`src/rtl/core/steering_position_pid_assert.svh`:
```
// Assertion macros for the steering position controller.
// Used by the modules that check their own control sequencing.
`ifndef STEERING_POSITION_PID_ASSERT_SVH
`define STEERING_POSITION_PID_ASSERT_SVH

// same-cycle implication
`define SPP_ASSERT_SAME(label, clk, rst_n, ante, cons) \
  label: assert property (@(posedge clk) disable iff (!rst_n) (ante) |-> (cons)) \
    else $error("steering_position_pid: same-cycle check failed");

// next-cycle implication
`define SPP_ASSERT_NEXT(label, clk, rst_n, ante, cons) \
  label: assert property (@(posedge clk) disable iff (!rst_n) (ante) |=> (cons)) \
    else $error("steering_position_pid: next-cycle check failed");

`endif

```
`src/rtl/core/spp_pkg.sv`:
```
// Shared types and constants of the steering position controller.
// No dependencies.
package spp_pkg;

  localparam int DIV_NW    = 40;
  localparam int DIV_DW    = 16;
  localparam int DIV_STEPS = DIV_NW / 2;
  localparam int DIV_CW    = 5;

  localparam int CFG_IW = 3;
  localparam int CFG_DW = 20;

  localparam logic [CFG_IW-1:0] CFG_FILTER_GAIN = 3'd0;
  localparam logic [CFG_IW-1:0] CFG_PROP_GAIN   = 3'd1;
  localparam logic [CFG_IW-1:0] CFG_INTEG_GAIN  = 3'd2;
  localparam logic [CFG_IW-1:0] CFG_DERIV_GAIN  = 3'd3;
  localparam logic [CFG_IW-1:0] CFG_DEADBAND    = 3'd4;
  localparam logic [CFG_IW-1:0] CFG_POWER_LIMIT = 3'd5;
  localparam logic [CFG_IW-1:0] CFG_TICK_PERIOD = 3'd6;

  localparam logic [7:0] MODE_RADIO = 8'd1;
  localparam logic [7:0] MODE_NAV   = 8'd2;

  typedef enum logic [4:0] {
    ST_IDLE, ST_MUL_F1, ST_MUL_F2, ST_POT, ST_MAP_MUL, ST_MAP_DIVS, ST_MAP_WAIT,
    ST_ANGLE, ST_ERR, ST_INTEG, ST_ILO, ST_IHI, ST_ITERM, ST_DER_MUL, ST_DER_DIVS,
    ST_DER_WAIT, ST_PROP, ST_SUM, ST_OUT
  } state_t;

  typedef enum logic [4:0] {
    OP_NONE, OP_LOAD, OP_FILT1, OP_FILT2, OP_POT, OP_MAP_MUL, OP_MAP_DIV, OP_ANGLE,
    OP_ERR, OP_INTEG, OP_ILO, OP_IHI, OP_ITERM, OP_DER_MUL, OP_DER_DIV, OP_PROP,
    OP_SUM, OP_OUT
  } dp_op_t;

  typedef struct packed {
    dp_op_t op;
  } cmd_t;

  typedef struct packed {
    logic div_busy;
  } stat_t;

endpackage

```
`src/rtl/core/steering_position_pid.sv`:
```
// Steering position PID: low-pass filtered pot angle, setpoint select, PID, clamp.
// One control tick at a time: a new input beat is taken only when idle, once the
// last result is loaded. The angle map and derivative term share the radix-4 divider.
// Synchronous active-low reset restores register defaults and clears filter,
// integral and previous error. Depends on spp_pkg, spp_ctrl, spp_dpath, spp_div.
module steering_position_pid #(
  parameter int SAMPLE_BITS = 12,
  parameter int LEFT_POT    = 3210,
  parameter int CENTER_POT  = 1730,
  parameter int RIGHT_POT   = 490,
  parameter int ANGLE_LIMIT = 15729
) (
  input  logic                       clk,
  input  logic                       rst_n,
  input  logic                       in_valid,
  output logic                       in_stall,
  input  logic [SAMPLE_BITS-1:0]     in_pot_sample,
  input  logic [7:0]                 in_mode,
  input  logic signed [15:0]         in_radio_steer,
  input  logic signed [15:0]         in_nav_steer,
  input  logic                       in_link_ok,
  input  logic                       in_nav_ok,
  output logic                       out_valid,
  input  logic                       out_stall,
  output logic [7:0]                 out_drive_level,
  output logic                       out_drive_left,
  output logic                       out_drive_write,
  output logic [11:0]                out_filtered_pot,
  output logic signed [15:0]         out_measured_angle,
  input  logic                       cfg_valid,
  output logic                       cfg_ready,
  input  logic [spp_pkg::CFG_IW-1:0] cfg_index,
  input  logic [spp_pkg::CFG_DW-1:0] cfg_data
);
  import spp_pkg::*;

  cmd_t  cmd;
  stat_t stat;

  assign cfg_ready = 1'b1;

  spp_ctrl u_ctrl (
    .clk       (clk),
    .rst_n     (rst_n),
    .in_valid  (in_valid),
    .in_stall  (in_stall),
    .out_valid (out_valid),
    .out_stall (out_stall),
    .stat      (stat),
    .cmd       (cmd)
  );

  spp_dpath #(
    .SAMPLE_BITS (SAMPLE_BITS),
    .LEFT_POT    (LEFT_POT),
    .CENTER_POT  (CENTER_POT),
    .RIGHT_POT   (RIGHT_POT),
    .ANGLE_LIMIT (ANGLE_LIMIT)
  ) u_dpath (
    .clk                (clk),
    .rst_n              (rst_n),
    .cmd                (cmd),
    .stat               (stat),
    .cfg_valid          (cfg_valid),
    .cfg_index          (cfg_index),
    .cfg_data           (cfg_data),
    .in_pot_sample      (in_pot_sample),
    .in_mode            (in_mode),
    .in_radio_steer     (in_radio_steer),
    .in_nav_steer       (in_nav_steer),
    .in_link_ok         (in_link_ok),
    .in_nav_ok          (in_nav_ok),
    .out_drive_level    (out_drive_level),
    .out_drive_left     (out_drive_left),
    .out_drive_write    (out_drive_write),
    .out_filtered_pot   (out_filtered_pot),
    .out_measured_angle (out_measured_angle)
  );

endmodule

```
`src/rtl/core/spp_div.sv`:
```
// Radix-4 restoring unsigned divider, two quotient bits per cycle.
// Depends on spp_pkg.
module spp_div (
  input  logic                       clk,
  input  logic                       rst_n,
  input  logic                       start,
  input  logic [spp_pkg::DIV_NW-1:0] dividend,
  input  logic [spp_pkg::DIV_DW-1:0] divisor,
  output logic                       busy,
  output logic [spp_pkg::DIV_NW-1:0] quotient
);
  import spp_pkg::*;

  logic              busy_r;
  logic [DIV_CW-1:0] cnt_r;
  logic [DIV_NW-1:0] quo_r, quo_nxt;
  logic [DIV_DW:0]   rem_r, rem_nxt;
  logic [DIV_DW-1:0] div_r;

  always_comb begin
    rem_nxt = rem_r;
    quo_nxt = quo_r;
    for (int i = 0; i < 2; i++) begin
      rem_nxt = {rem_nxt[DIV_DW-1:0], quo_nxt[DIV_NW-1]};
      quo_nxt = {quo_nxt[DIV_NW-2:0], 1'b0};
      if (rem_nxt >= {1'b0, div_r}) begin
        rem_nxt    = rem_nxt - {1'b0, div_r};
        quo_nxt[0] = 1'b1;
      end
    end
  end

  always_ff @(posedge clk) begin
    if (!rst_n) begin
      busy_r <= 1'b0;
      cnt_r  <= '0;
    end else if (start) begin
      busy_r <= 1'b1;
      cnt_r  <= DIV_CW'(DIV_STEPS - 1);
    end else if (busy_r) begin
      cnt_r <= cnt_r - 1'b1;
      if (cnt_r == '0) begin
        busy_r <= 1'b0;
      end
    end
  end

  always_ff @(posedge clk) begin
    if (start) begin
      quo_r <= dividend;
      rem_r <= '0;
      div_r <= divisor;
    end else if (busy_r) begin
      quo_r <= quo_nxt;
      rem_r <= rem_nxt;
    end
  end

  assign busy     = busy_r;
  assign quotient = quo_r;

endmodule

```
`src/rtl/core/spp_dpath.sv`:
```
// Datapath: config registers, filter, angle map and PID arithmetic on one
// shared multiplier and one divider. Depends on spp_pkg and spp_div.
module spp_dpath #(
  parameter int SAMPLE_BITS = 12,
  parameter int LEFT_POT    = 3210,
  parameter int CENTER_POT  = 1730,
  parameter int RIGHT_POT   = 490,
  parameter int ANGLE_LIMIT = 15729
) (
  input  logic                       clk,
  input  logic                       rst_n,
  input  spp_pkg::cmd_t              cmd,
  output spp_pkg::stat_t             stat,
  input  logic                       cfg_valid,
  input  logic [spp_pkg::CFG_IW-1:0] cfg_index,
  input  logic [spp_pkg::CFG_DW-1:0] cfg_data,
  input  logic [SAMPLE_BITS-1:0]     in_pot_sample,
  input  logic [7:0]                 in_mode,
  input  logic signed [15:0]         in_radio_steer,
  input  logic signed [15:0]         in_nav_steer,
  input  logic                       in_link_ok,
  input  logic                       in_nav_ok,
  output logic [7:0]                 out_drive_level,
  output logic                       out_drive_left,
  output logic                       out_drive_write,
  output logic [11:0]                out_filtered_pot,
  output logic signed [15:0]         out_measured_angle
);
  import spp_pkg::*;

  localparam int FW     = SAMPLE_BITS + 16;
  localparam int DEN_L  = LEFT_POT - CENTER_POT;
  localparam int DEN_R  = CENTER_POT - RIGHT_POT;
  localparam int MAG_L  = (DEN_L < 0) ? -DEN_L : ((DEN_L == 0) ? 1 : DEN_L);
  localparam int MAG_R  = (DEN_R < 0) ? -DEN_R : ((DEN_R == 0) ? 1 : DEN_R);
  localparam int HALF_L = MAG_L / 2;
  localparam int HALF_R = MAG_R / 2;
  localparam logic signed [69:0] TSAT = 70'sd1 <<< 60;
  localparam logic signed [47:0] IMAX = {1'b0, {47{1'b1}}};
  localparam logic signed [47:0] IMIN = {1'b1, {47{1'b0}}};

  logic [15:0] filt_gain_r, tick_period_r, dt;
  logic [19:0] prop_gain_r, integ_gain_r, deriv_gain_r;
  logic [13:0] deadband_r;
  logic [7:0]  power_limit_r;

  logic [SAMPLE_BITS-1:0] sample_r, p_r, p_nxt;
  logic [7:0]             mode_r;
  logic signed [15:0]     radio_r, nav_r, angle_r, angle_nxt, setp;
  logic                   link_r, navok_r, gt_r, lt_r, dneg_r, gt_nxt, lt_nxt;
  logic [FW-1:0]          f_r, f_nxt;
  logic signed [47:0]     integ_r, integ_nxt;
  logic signed [17:0]     prev_r, err_r, err_nxt, dbe;
  logic [15:0]            diff_r, diff_nxt;
  logic signed [54:0]     t_r, h_r, t_abs, prod;
  logic signed [61:0]     iterm_r, iterm_nxt;
  logic signed [63:0]     sum_r, sum_nxt, ebias;
  logic signed [33:0]     mul_a;
  logic signed [20:0]     mul_b;
  logic signed [18:0]     derr;
  logic [55:0]            fsum;
  logic [FW:0]            psum;
  logic [16:0]            pe, ce;
  logic signed [41:0]     amag, aval, eff;
  logic [41:0]            eabs;
  logic signed [48:0]     isum;
  logic signed [69:0]     ifull;
  logic signed [40:0]     dterm;
  logic [15:0]            pz;
  logic [7:0]             lvl_v;
  logic                   left_v, wr_v;

  logic                 div_start, div_busy;
  logic [DIV_NW-1:0]    div_n, div_q;
  logic [DIV_DW-1:0]    div_d;

  assign dt   = (tick_period_r == '0) ? 16'd1 : tick_period_r;
  assign derr = 19'(err_r) - 19'(prev_r);

  always_comb begin
    mul_a = '0;
    mul_b = '0;
    case (cmd.op)
      OP_FILT1: begin
        mul_a = signed'(34'(f_r));
        mul_b = signed'(21'(17'd65536 - {1'b0, filt_gain_r}));
      end
      OP_FILT2: begin
        mul_a = signed'(34'(filt_gain_r));
        mul_b = signed'(21'(sample_r));
      end
      OP_MAP_MUL: begin
        mul_a = signed'(34'(diff_r));
        mul_b = signed'(21'(ANGLE_LIMIT));
      end
      OP_INTEG: begin
        mul_a = 34'(err_r);
        mul_b = signed'(21'(dt));
      end
      OP_ILO: begin
        mul_a = signed'(34'(integ_r[23:0]));
        mul_b = signed'(21'(integ_gain_r));
      end
      OP_IHI: begin
        mul_a = 34'(signed'(integ_r[47:24]));
        mul_b = signed'(21'(integ_gain_r));
      end
      OP_DER_MUL: begin
        mul_a = 34'(derr);
        mul_b = signed'(21'(deriv_gain_r));
      end
      OP_PROP: begin
        mul_a = 34'(err_r);
        mul_b = signed'(21'(prop_gain_r));
      end
      default: begin
        mul_a = '0;
        mul_b = '0;
      end
    endcase
  end

  assign prod = mul_a * mul_b;

  // filter, rounding and angle map
  assign fsum  = 56'(t_r[48:0]) + (56'(prod[39:0]) << 16) + 56'd32768;
  assign f_nxt = fsum[FW+15:16];
  assign psum  = (FW+1)'(f_r) + (FW+1)'(32768);
  assign p_nxt = psum[FW-1:16];
  assign pe    = 17'(p_nxt);
  assign ce    = 17'(CENTER_POT);
  assign gt_nxt   = pe > ce;
  assign lt_nxt   = pe < ce;
  assign diff_nxt = gt_nxt ? 16'(pe - ce) : 16'(ce - pe);

  assign amag = signed'(42'(div_q));
  always_comb begin
    if (gt_r) begin
      aval = (DEN_L == 0) ? 42'(ANGLE_LIMIT) : ((DEN_L < 0) ? -amag : amag);
    end else if (lt_r) begin
      aval = (DEN_R == 0) ? -42'(ANGLE_LIMIT) : ((DEN_R < 0) ? amag : -amag);
    end else begin
      aval = '0;
    end
    if (aval > 42'sd32767) begin
      angle_nxt = 16'sh7fff;
    end else if (aval < -42'sd32768) begin
      angle_nxt = 16'sh8000;
    end else begin
      angle_nxt = aval[15:0];
    end
  end

  always_comb begin
    if (mode_r == MODE_NAV && link_r && navok_r) begin
      setp = nav_r;
    end else if (mode_r == MODE_RADIO && link_r) begin
      setp = radio_r;
    end else begin
      setp = '0;
    end
  end
  assign err_nxt = 18'(setp) - 18'(angle_r);

  // integral and its gain product
  assign isum      = 49'(integ_r) + 49'(signed'(prod[33:0]));
  assign integ_nxt = (isum[48] != isum[47]) ? (isum[48] ? IMIN : IMAX) : isum[47:0];
  assign ifull     = (70'(h_r) <<< 24) + 70'(t_r);
  always_comb begin
    if (ifull > TSAT) begin
      iterm_nxt = 62'(TSAT);
    end else if (ifull < -TSAT) begin
      iterm_nxt = 62'(-TSAT);
    end else begin
      iterm_nxt = 62'(ifull);
    end
  end

  // derivative divide and final sum
  assign t_abs   = t_r[54] ? -t_r : t_r;
  assign dterm   = dneg_r ? -signed'(41'(div_q)) : signed'(41'(div_q));
  assign sum_nxt = 64'(t_r) + 64'(iterm_r) + 64'(dterm);

  assign div_start = (cmd.op == OP_MAP_DIV) || (cmd.op == OP_DER_DIV);
  always_comb begin
    if (cmd.op == OP_MAP_DIV) begin
      div_n = 40'(t_r[31:0]) + 40'(gt_r ? HALF_L : HALF_R);
      div_d = 16'(gt_r ? MAG_L : MAG_R);
    end else begin
      div_n = t_abs[39:0];
      div_d = dt;
    end
  end

  spp_div u_div (
    .clk      (clk),
    .rst_n    (rst_n),
    .start    (div_start),
    .dividend (div_n),
    .divisor  (div_d),
    .busy     (div_busy),
    .quotient (div_q)
  );

  assign stat.div_busy = div_busy;

  // effort, clamp and deadband
  assign ebias = sum_r + (sum_r[63] ? 64'sd4194303 : 64'sd0);
  assign eff   = ebias[63:22];
  assign eabs  = eff[41] ? 42'(-eff) : 42'(eff);
  assign dbe   = signed'(18'(deadband_r));
  always_comb begin
    lvl_v  = (eabs > 42'(power_limit_r)) ? power_limit_r : eabs[7:0];
    left_v = 1'b0;
    wr_v   = 1'b0;
    if (err_r > dbe) begin
      wr_v = 1'b1;
    end else if (err_r < -dbe) begin
      left_v = 1'b1;
      wr_v   = 1'b1;
    end else begin
      lvl_v = '0;
    end
  end
  assign pz = 16'(p_r);

  always_ff @(posedge clk) begin
    if (!rst_n) begin
      filt_gain_r   <= 16'd6554;
      prop_gain_r   <= 20'd71680;
      integ_gain_r  <= '0;
      deriv_gain_r  <= '0;
      deadband_r    <= 14'd147;
      power_limit_r <= 8'd150;
      tick_period_r <= 16'd100;
      f_r           <= '0;
      integ_r       <= '0;
      prev_r        <= '0;
    end else begin
      if (cfg_valid) begin
        case (cfg_index)
          CFG_FILTER_GAIN: filt_gain_r   <= cfg_data[15:0];
          CFG_PROP_GAIN:   prop_gain_r   <= cfg_data;
          CFG_INTEG_GAIN:  integ_gain_r  <= cfg_data;
          CFG_DERIV_GAIN:  deriv_gain_r  <= cfg_data;
          CFG_DEADBAND:    deadband_r    <= cfg_data[13:0];
          CFG_POWER_LIMIT: power_limit_r <= cfg_data[7:0];
          CFG_TICK_PERIOD: tick_period_r <= cfg_data[15:0];
          default: ;
        endcase
      end
      if (cmd.op == OP_FILT2) begin
        f_r <= f_nxt;
      end
      if (cmd.op == OP_INTEG) begin
        integ_r <= integ_nxt;
      end
      if (cmd.op == OP_DER_MUL) begin
        prev_r <= err_r;
      end
    end
  end

  always_ff @(posedge clk) begin
    case (cmd.op)
      OP_LOAD: begin
        sample_r <= in_pot_sample;
        mode_r   <= in_mode;
        radio_r  <= in_radio_steer;
        nav_r    <= in_nav_steer;
        link_r   <= in_link_ok;
        navok_r  <= in_nav_ok;
      end
      OP_FILT1, OP_MAP_MUL, OP_ILO, OP_DER_MUL, OP_PROP: t_r <= prod;
      OP_IHI: h_r <= prod;
      OP_POT: begin
        p_r    <= p_nxt;
        gt_r   <= gt_nxt;
        lt_r   <= lt_nxt;
        diff_r <= diff_nxt;
      end
      OP_DER_DIV: dneg_r <= t_r[54];
      OP_ANGLE:   angle_r <= angle_nxt;
      OP_ERR:     err_r <= err_nxt;
      OP_ITERM:   iterm_r <= iterm_nxt;
      OP_SUM:     sum_r <= sum_nxt;
      OP_OUT: begin
        out_drive_level    <= lvl_v;
        out_drive_left     <= left_v;
        out_drive_write    <= wr_v;
        out_filtered_pot   <= (pz > 16'd4095) ? 12'd4095 : pz[11:0];
        out_measured_angle <= angle_r;
      end
      default: ;
    endcase
  end

endmodule

```
`src/rtl/core/spp_ctrl.sv`:
```
// Sequencer: steps the datapath through one control tick and owns the
// channel handshakes. Depends on spp_pkg and the assertion macro header.
module spp_ctrl (
  input  logic           clk,
  input  logic           rst_n,
  input  logic           in_valid,
  output logic           in_stall,
  output logic           out_valid,
  input  logic           out_stall,
  input  spp_pkg::stat_t stat,
  output spp_pkg::cmd_t  cmd
);
  import spp_pkg::*;

  state_t state_r, state_nxt;
  logic   out_valid_r, out_valid_nxt, out_free;

  assign out_free = !out_valid_r || !out_stall;

  always_ff @(posedge clk) begin
    if (!rst_n) begin
      state_r     <= ST_IDLE;
      out_valid_r <= 1'b0;
    end else begin
      state_r     <= state_nxt;
      out_valid_r <= out_valid_nxt;
    end
  end

  always_comb begin
    state_nxt     = state_r;
    cmd.op        = OP_NONE;
    out_valid_nxt = out_valid_r && out_stall;
    case (state_r)
      ST_IDLE: begin
        if (in_valid) begin
          cmd.op    = OP_LOAD;
          state_nxt = ST_MUL_F1;
        end
      end
      ST_MUL_F1:   begin cmd.op = OP_FILT1;   state_nxt = ST_MUL_F2;   end
      ST_MUL_F2:   begin cmd.op = OP_FILT2;   state_nxt = ST_POT;      end
      ST_POT:      begin cmd.op = OP_POT;     state_nxt = ST_MAP_MUL;  end
      ST_MAP_MUL:  begin cmd.op = OP_MAP_MUL; state_nxt = ST_MAP_DIVS; end
      ST_MAP_DIVS: begin cmd.op = OP_MAP_DIV; state_nxt = ST_MAP_WAIT; end
      ST_MAP_WAIT: begin
        if (!stat.div_busy) begin
          state_nxt = ST_ANGLE;
        end
      end
      ST_ANGLE:    begin cmd.op = OP_ANGLE;   state_nxt = ST_ERR;      end
      ST_ERR:      begin cmd.op = OP_ERR;     state_nxt = ST_INTEG;    end
      ST_INTEG:    begin cmd.op = OP_INTEG;   state_nxt = ST_ILO;      end
      ST_ILO:      begin cmd.op = OP_ILO;     state_nxt = ST_IHI;      end
      ST_IHI:      begin cmd.op = OP_IHI;     state_nxt = ST_ITERM;    end
      ST_ITERM:    begin cmd.op = OP_ITERM;   state_nxt = ST_DER_MUL;  end
      ST_DER_MUL:  begin cmd.op = OP_DER_MUL; state_nxt = ST_DER_DIVS; end
      ST_DER_DIVS: begin cmd.op = OP_DER_DIV; state_nxt = ST_DER_WAIT; end
      ST_DER_WAIT: begin
        if (!stat.div_busy) begin
          state_nxt = ST_PROP;
        end
      end
      ST_PROP:     begin cmd.op = OP_PROP;    state_nxt = ST_SUM;      end
      ST_SUM:      begin cmd.op = OP_SUM;     state_nxt = ST_OUT;      end
      ST_OUT: begin
        if (out_free) begin
          cmd.op        = OP_OUT;
          out_valid_nxt = 1'b1;
          state_nxt     = ST_IDLE;
        end
      end
      default: state_nxt = ST_IDLE;
    endcase
  end

  assign in_stall  = (state_r != ST_IDLE);
  assign out_valid = out_valid_r;

`include "steering_position_pid_assert.svh"

  `SPP_ASSERT_NEXT(a_accept_starts, clk, rst_n, state_r == ST_IDLE && in_valid, state_r == ST_MUL_F1)
  `SPP_ASSERT_NEXT(a_div_hold, clk, rst_n, state_r == ST_MAP_WAIT && stat.div_busy, state_r == ST_MAP_WAIT)
  `SPP_ASSERT_NEXT(a_out_load, clk, rst_n, state_r == ST_OUT && out_free, out_valid_r && state_r == ST_IDLE)
  `SPP_ASSERT_SAME(a_div_start_idle, clk, rst_n, state_r == ST_DER_DIVS, !stat.div_busy)

endmodule

```
`config.mk`:
```
export PLATFORM = sky130hd
export DESIGN_NAME = steering_position_pid
export DESIGN_NICKNAME = d
export VERILOG_FILES = /design/src/rtl/core/spp_pkg.sv /design/src/rtl/core/steering_position_pid.sv /design/src/rtl/core/spp_div.sv /design/src/rtl/core/spp_dpath.sv /design/src/rtl/core/spp_ctrl.sv
export VERILOG_INCLUDE_DIRS = /design/src /design/src/rtl/core
export SDC_FILE = /design/constraint.sdc
export NUM_CORES = 2
export LEC_CHECK = 0
export ABC_AREA = 1
export BUFFER_PORTS_ARGS = -buffer_cell sky130_fd_sc_hd__buf_2
export CORE_MARGIN = 2
export CORE_UTILIZATION = 40
export CTS_CLUSTER_SIZE = 40
export DETAILED_ROUTE_END_ITERATION = 10
export GPL_ROUTABILITY_DRIVEN = 0
export SYNTH_ARGS = -nofsm -noshare
export SYNTH_HDL_FRONTEND = slang
export SYNTH_HIERARCHICAL = 1
export SYNTH_SLANG_ARGS = --single-unit
```
`constraint.sdc`:
```
create_clock -name clk -period 13.2 [get_ports clk]
set_input_delay 0.66 -clock clk [delete_from_list [all_inputs] [get_ports clk]]
set_output_delay 0.66 -clock clk [all_outputs]
set_load 0.005 [all_outputs]
```
==> flow_metrics.env <==
export IMPL_outcome="complete, no violations"
export IMPL_wl_per_cell_um=19.4
export IMPL_p_clk_frac=0.136
export IMPL_top_layer="met5"
export IMPL_grtUsageTotal=0.248
export IMPL_rsz0062_at_grt="no"
export IMPL_first_pass_iters=6
export IMPL_io_buffers=121
export IMPL_drive_above_1_share=0.0642
export IMPL_clkSinkCount=670
export IMPL_cp_num_buf_inv=10
export IMPL_finalCritPeriodShare=0.951
export IMPL_design_area_um2=78600
export IMPL_preCtsSetupSlack_ps=535
export IMPL_grt_pass1_wl_mm=359
export IMPL_post_route_min_period_ps=12550
export IMPL_dr_wl_met2_mm=107
export IMPL_p_total_uw=16700
export IMPL_finalHoldViolCount=0
export IMPL_worstSetupPathType="flip-flop to flip-flop"
export IMPL_min_to="u_dpath/sample_r[0]"
export IMPL_cts_resized=0
export IMPL_die_w_um=428
export IMPL_antenna_found_initial=6
export IMPL_maxCapViolations=0
export IMPL_grt_pass1_vias=62700
export IMPL_relSlewSlack=0.0496
export IMPL_synthTopCellsByArea="fa_1 (19%), edfxtp_1 (18%), nand2_1 (11%)"
export IMPL_hold_depth=1
export IMPL_worstPathArrival_ps=13080
export IMPL_syn_area_um2=72100
export IMPL_path_delay_family="adder cells"
export IMPL_yosysTopAreaCell="fa_1"
export IMPL_path_max_fanout=22
export IMPL_wl_mm=233
export IMPL_ios=123
export IMPL_core_area_um2=179000
export IMPL_clk_pin_slew_worst_paths_ps=60
export IMPL_die_area_um2=184000
export IMPL_report_final_slew_viol_count=0
export IMPL_cts_buffer_depth=3
export IMPL_combPwrFrac=0.662
export IMPL_worstReg2RegEnd="u_dpath/integ_r[18]"
export IMPL_synth_ff_type="edfxtp_1"
export IMPL_nets=10800
export IMPL_max_vdd_ir_drop_v=0.000193
export IMPL_viasPerCell=5.33
export IMPL_die_y_um=428
export IMPL_p_seq_frac=0.203
export IMPL_synth_top_family_by_area="adder cells"
export IMPL_p_per_area_nw_per_um2=213
export IMPL_worst_pin_slew_ps=1420
export IMPL_row_count=155
export IMPL_area_delta_synth_final_pct=8.99
export IMPL_cts_hold_fix_buffers=0
export IMPL_fin_ws_ps=649
export IMPL_grt_max_degree=107
export IMPL_fin_tns_setup_ps=0
export IMPL_yosysWarnings=6
export IMPL_synth_seq_area_share=0.246
export IMPL_power_internal_uw=7810
export IMPL_cp_required_ps=13730
export IMPL_overflow=0
export IMPL_dpl_instance_area_um2=75800
export IMPL_synth_edf_count=435
export IMPL_start_util=0.403
export IMPL_wl_met3_mm=17.4
export IMPL_clock_fmax_mhz=79.7
export IMPL_synth_fa_ha_area_frac=0.265
export IMPL_hp_class="input port to flip-flop"
export IMPL_cts_tree="yes"
export IMPL_leakage_uw=0.0382
export IMPL_yosysMostFrequentCell="nand2_1"
export IMPL_synth_xor_area_share=0.0416
export IMPL_ys_ff_latch=670
export IMPL_met1_length_mm=98.5
export IMPL_synth_cell_types=76
export IMPL_worst_setup_path_start_kind="flip-flop"
export IMPL_synthTopCellsByCount="nand2_1 (2124), inv_1 (1860), nor2_1 (876)"
export IMPL_cts_root_buffer="clkbuf_16"
export IMPL_drc=0
export IMPL_muxShareOfSynthArea=0
export IMPL_critPathMaxStageDelay_ps=600
export IMPL_first_iter_violations=6008
export IMPL_reg2reg_from="u_ctrl/state_r[1]"
export IMPL_crit_path_top_delay_cell="fa_1"
export IMPL_htreeDepth=3
export IMPL_reg2reg_depth=46
export IMPL_clock_skew_ps=38.7
export IMPL_synth_compound_area_frac=0.115
export IMPL_insertion_delay_ps=690
export IMPL_post_cts_setup_buffers=0
export IMPL_numCtsBuffers=78
export IMPL_power_switching_uw=8930
export IMPL_setup_viol=0
export IMPL_hold_start="in_pot_sample[0]"
export IMPL_switching_share=0.533
export IMPL_num_vias=64200
export IMPL_synth_async_sr_flop_share=0
export IMPL_dp_hpwl_mm=191
export IMPL_rrSetupSlack_ps=650
export IMPL_critPathCaptureType="flip-flop"
export IMPL_syn_nets=10700
export IMPL_syn_inst=9510
export IMPL_detail_route_antenna_nets=0
export IMPL_yosysTopAreaCellShare=0.185
export IMPL_yosys_area_share_simple=0.219
export IMPL_syn_area_per_cell_um2=7.58
-- per-layer routing --
layer	GRT usage	vias up
met5	0	-
met4	0.103	6
met3	0.0325	538
met2	0.403	2606
met1	0.334	30700
li1	-	30300
-- flip-flops by register name (all words and copies together), names as in the netlist, 14 cells and up --
register and cells:
u_dpath/u_div/rem_r 16, u_dpath/radio_r 16, u_dpath/iterm_r 62, u_dpath/angle_r 16, u_dpath/nav_r 16, u_dpath/out_measured_angle 16, u_dpath/h_r 46, u_dpath/prop_gain_r 20
u_dpath/tick_period_r 16, u_dpath/deriv_gain_r 20, u_dpath/u_div/quotient 40, u_dpath/sum_r 64, u_dpath/u_div/div_r 16, u_dpath/f_r 28, u_dpath/filt_gain_r 16, u_dpath/t_r 55
u_dpath/err_r 17, u_dpath/prev_r 17, u_dpath/deadband_r 14, u_dpath/integ_gain_r 20, u_dpath/integ_r 48
-- area by class of cell --
cell class | instances | area [um2]
fill | 18100 | 100000
multi-input combinational | 6680 | 46300
sequential | 670 | 17800
inverter | 1922 | 7220
tap | 2355 | 2950
clock buffer | 98 | 2110
timing repair buffer | 257 | 1630
clock inverter | 48 | 572
antenna | 1 | 2.50
-- worst max path at each step --
stage | startpoint | to | slack, ps | cells after the start
global route | u_ctrl/state_r[2] | u_dpath/integ_r[22] | 20 | 52
detailed placement | u_ctrl/state_r[2] | u_dpath/integ_r[12] | 540 | 42
finish | u_ctrl/state_r[1] | u_dpath/integ_r[18] | 650 | 46
floorplan | u_ctrl/state_r[0] | u_dpath/integ_r[34] | 1400 | 50
global placement | u_ctrl/state_r[2] | u_dpath/integ_r[13] | 710 | 50
CTS | u_ctrl/state_r[2] | u_dpath/integ_r[18] | 460 | 42
-- kinds of logic after synthesis --
logic type | Yosys count
simple gates | 3755
buf+inv | 2160
compound gates | 1458
fa+ha+maj | 1124
flops | 670
xor+xnor | 342
other cells | 1
-- stage by stage --
stage	std cells	hold slack, ps	util
floorplan	9510	425	-
global placement	11900	434	0.424
detailed placement	11900	444	0.424
CTS	12000	116	0.439
global route	12000	128	0.439
finish	12000	148	0.439
-- cells in the final DEF, fill, tap and decap left out, types with 27 or more instances in the layout --
cell type | synthesis | routed
a21o_1 | 28 | 28
a21oi_1 | 557 | 557
a221oi_1 | 30 | 28
a31oi_1 | 62 | 61
buf_2 | 22 | 120
buf_4 | 7 | 137
clkbuf_16 | 0 | 80
clkinv_1 | 18 | 27
dfxtp_1 | 235 | 235
edfxtp_1 | 435 | 435
fa_1 | 667 | 666
ha_1 | 457 | 457
inv_1 | 1860 | 1859
inv_2 | 44 | 44
nand2_1 | 2124 | 2121
nand2_2 | 49 | 52
nand3_1 | 346 | 344
nand4_1 | 80 | 80
nor2_1 | 876 | 866
nor2_2 | 35 | 41
nor3_1 | 84 | 79
nor4_1 | 50 | 46
o211ai_1 | 41 | 41
o21a_1 | 32 | 32
o21ai_0 | 501 | 500
o21bai_1 | 33 | 33
o22ai_1 | 34 | 34
xnor2_1 | 111 | 110
xor2_1 | 231 | 230
-- power groups by stage --
stage / combinational (uW) / clock [uW] / sequential (uW)
floorplan: 7240 / 0 / 3250
global placement: 10700 / 0 / 3420
detailed placement: 10800 / 0 / 3420
CTS: 10900 / 2310 / 3380
global route: 12200 / 2390 / 3420
finish: 11100 / 2270 / 3390
No activity file was read; power rests on OpenSTA's default activity.
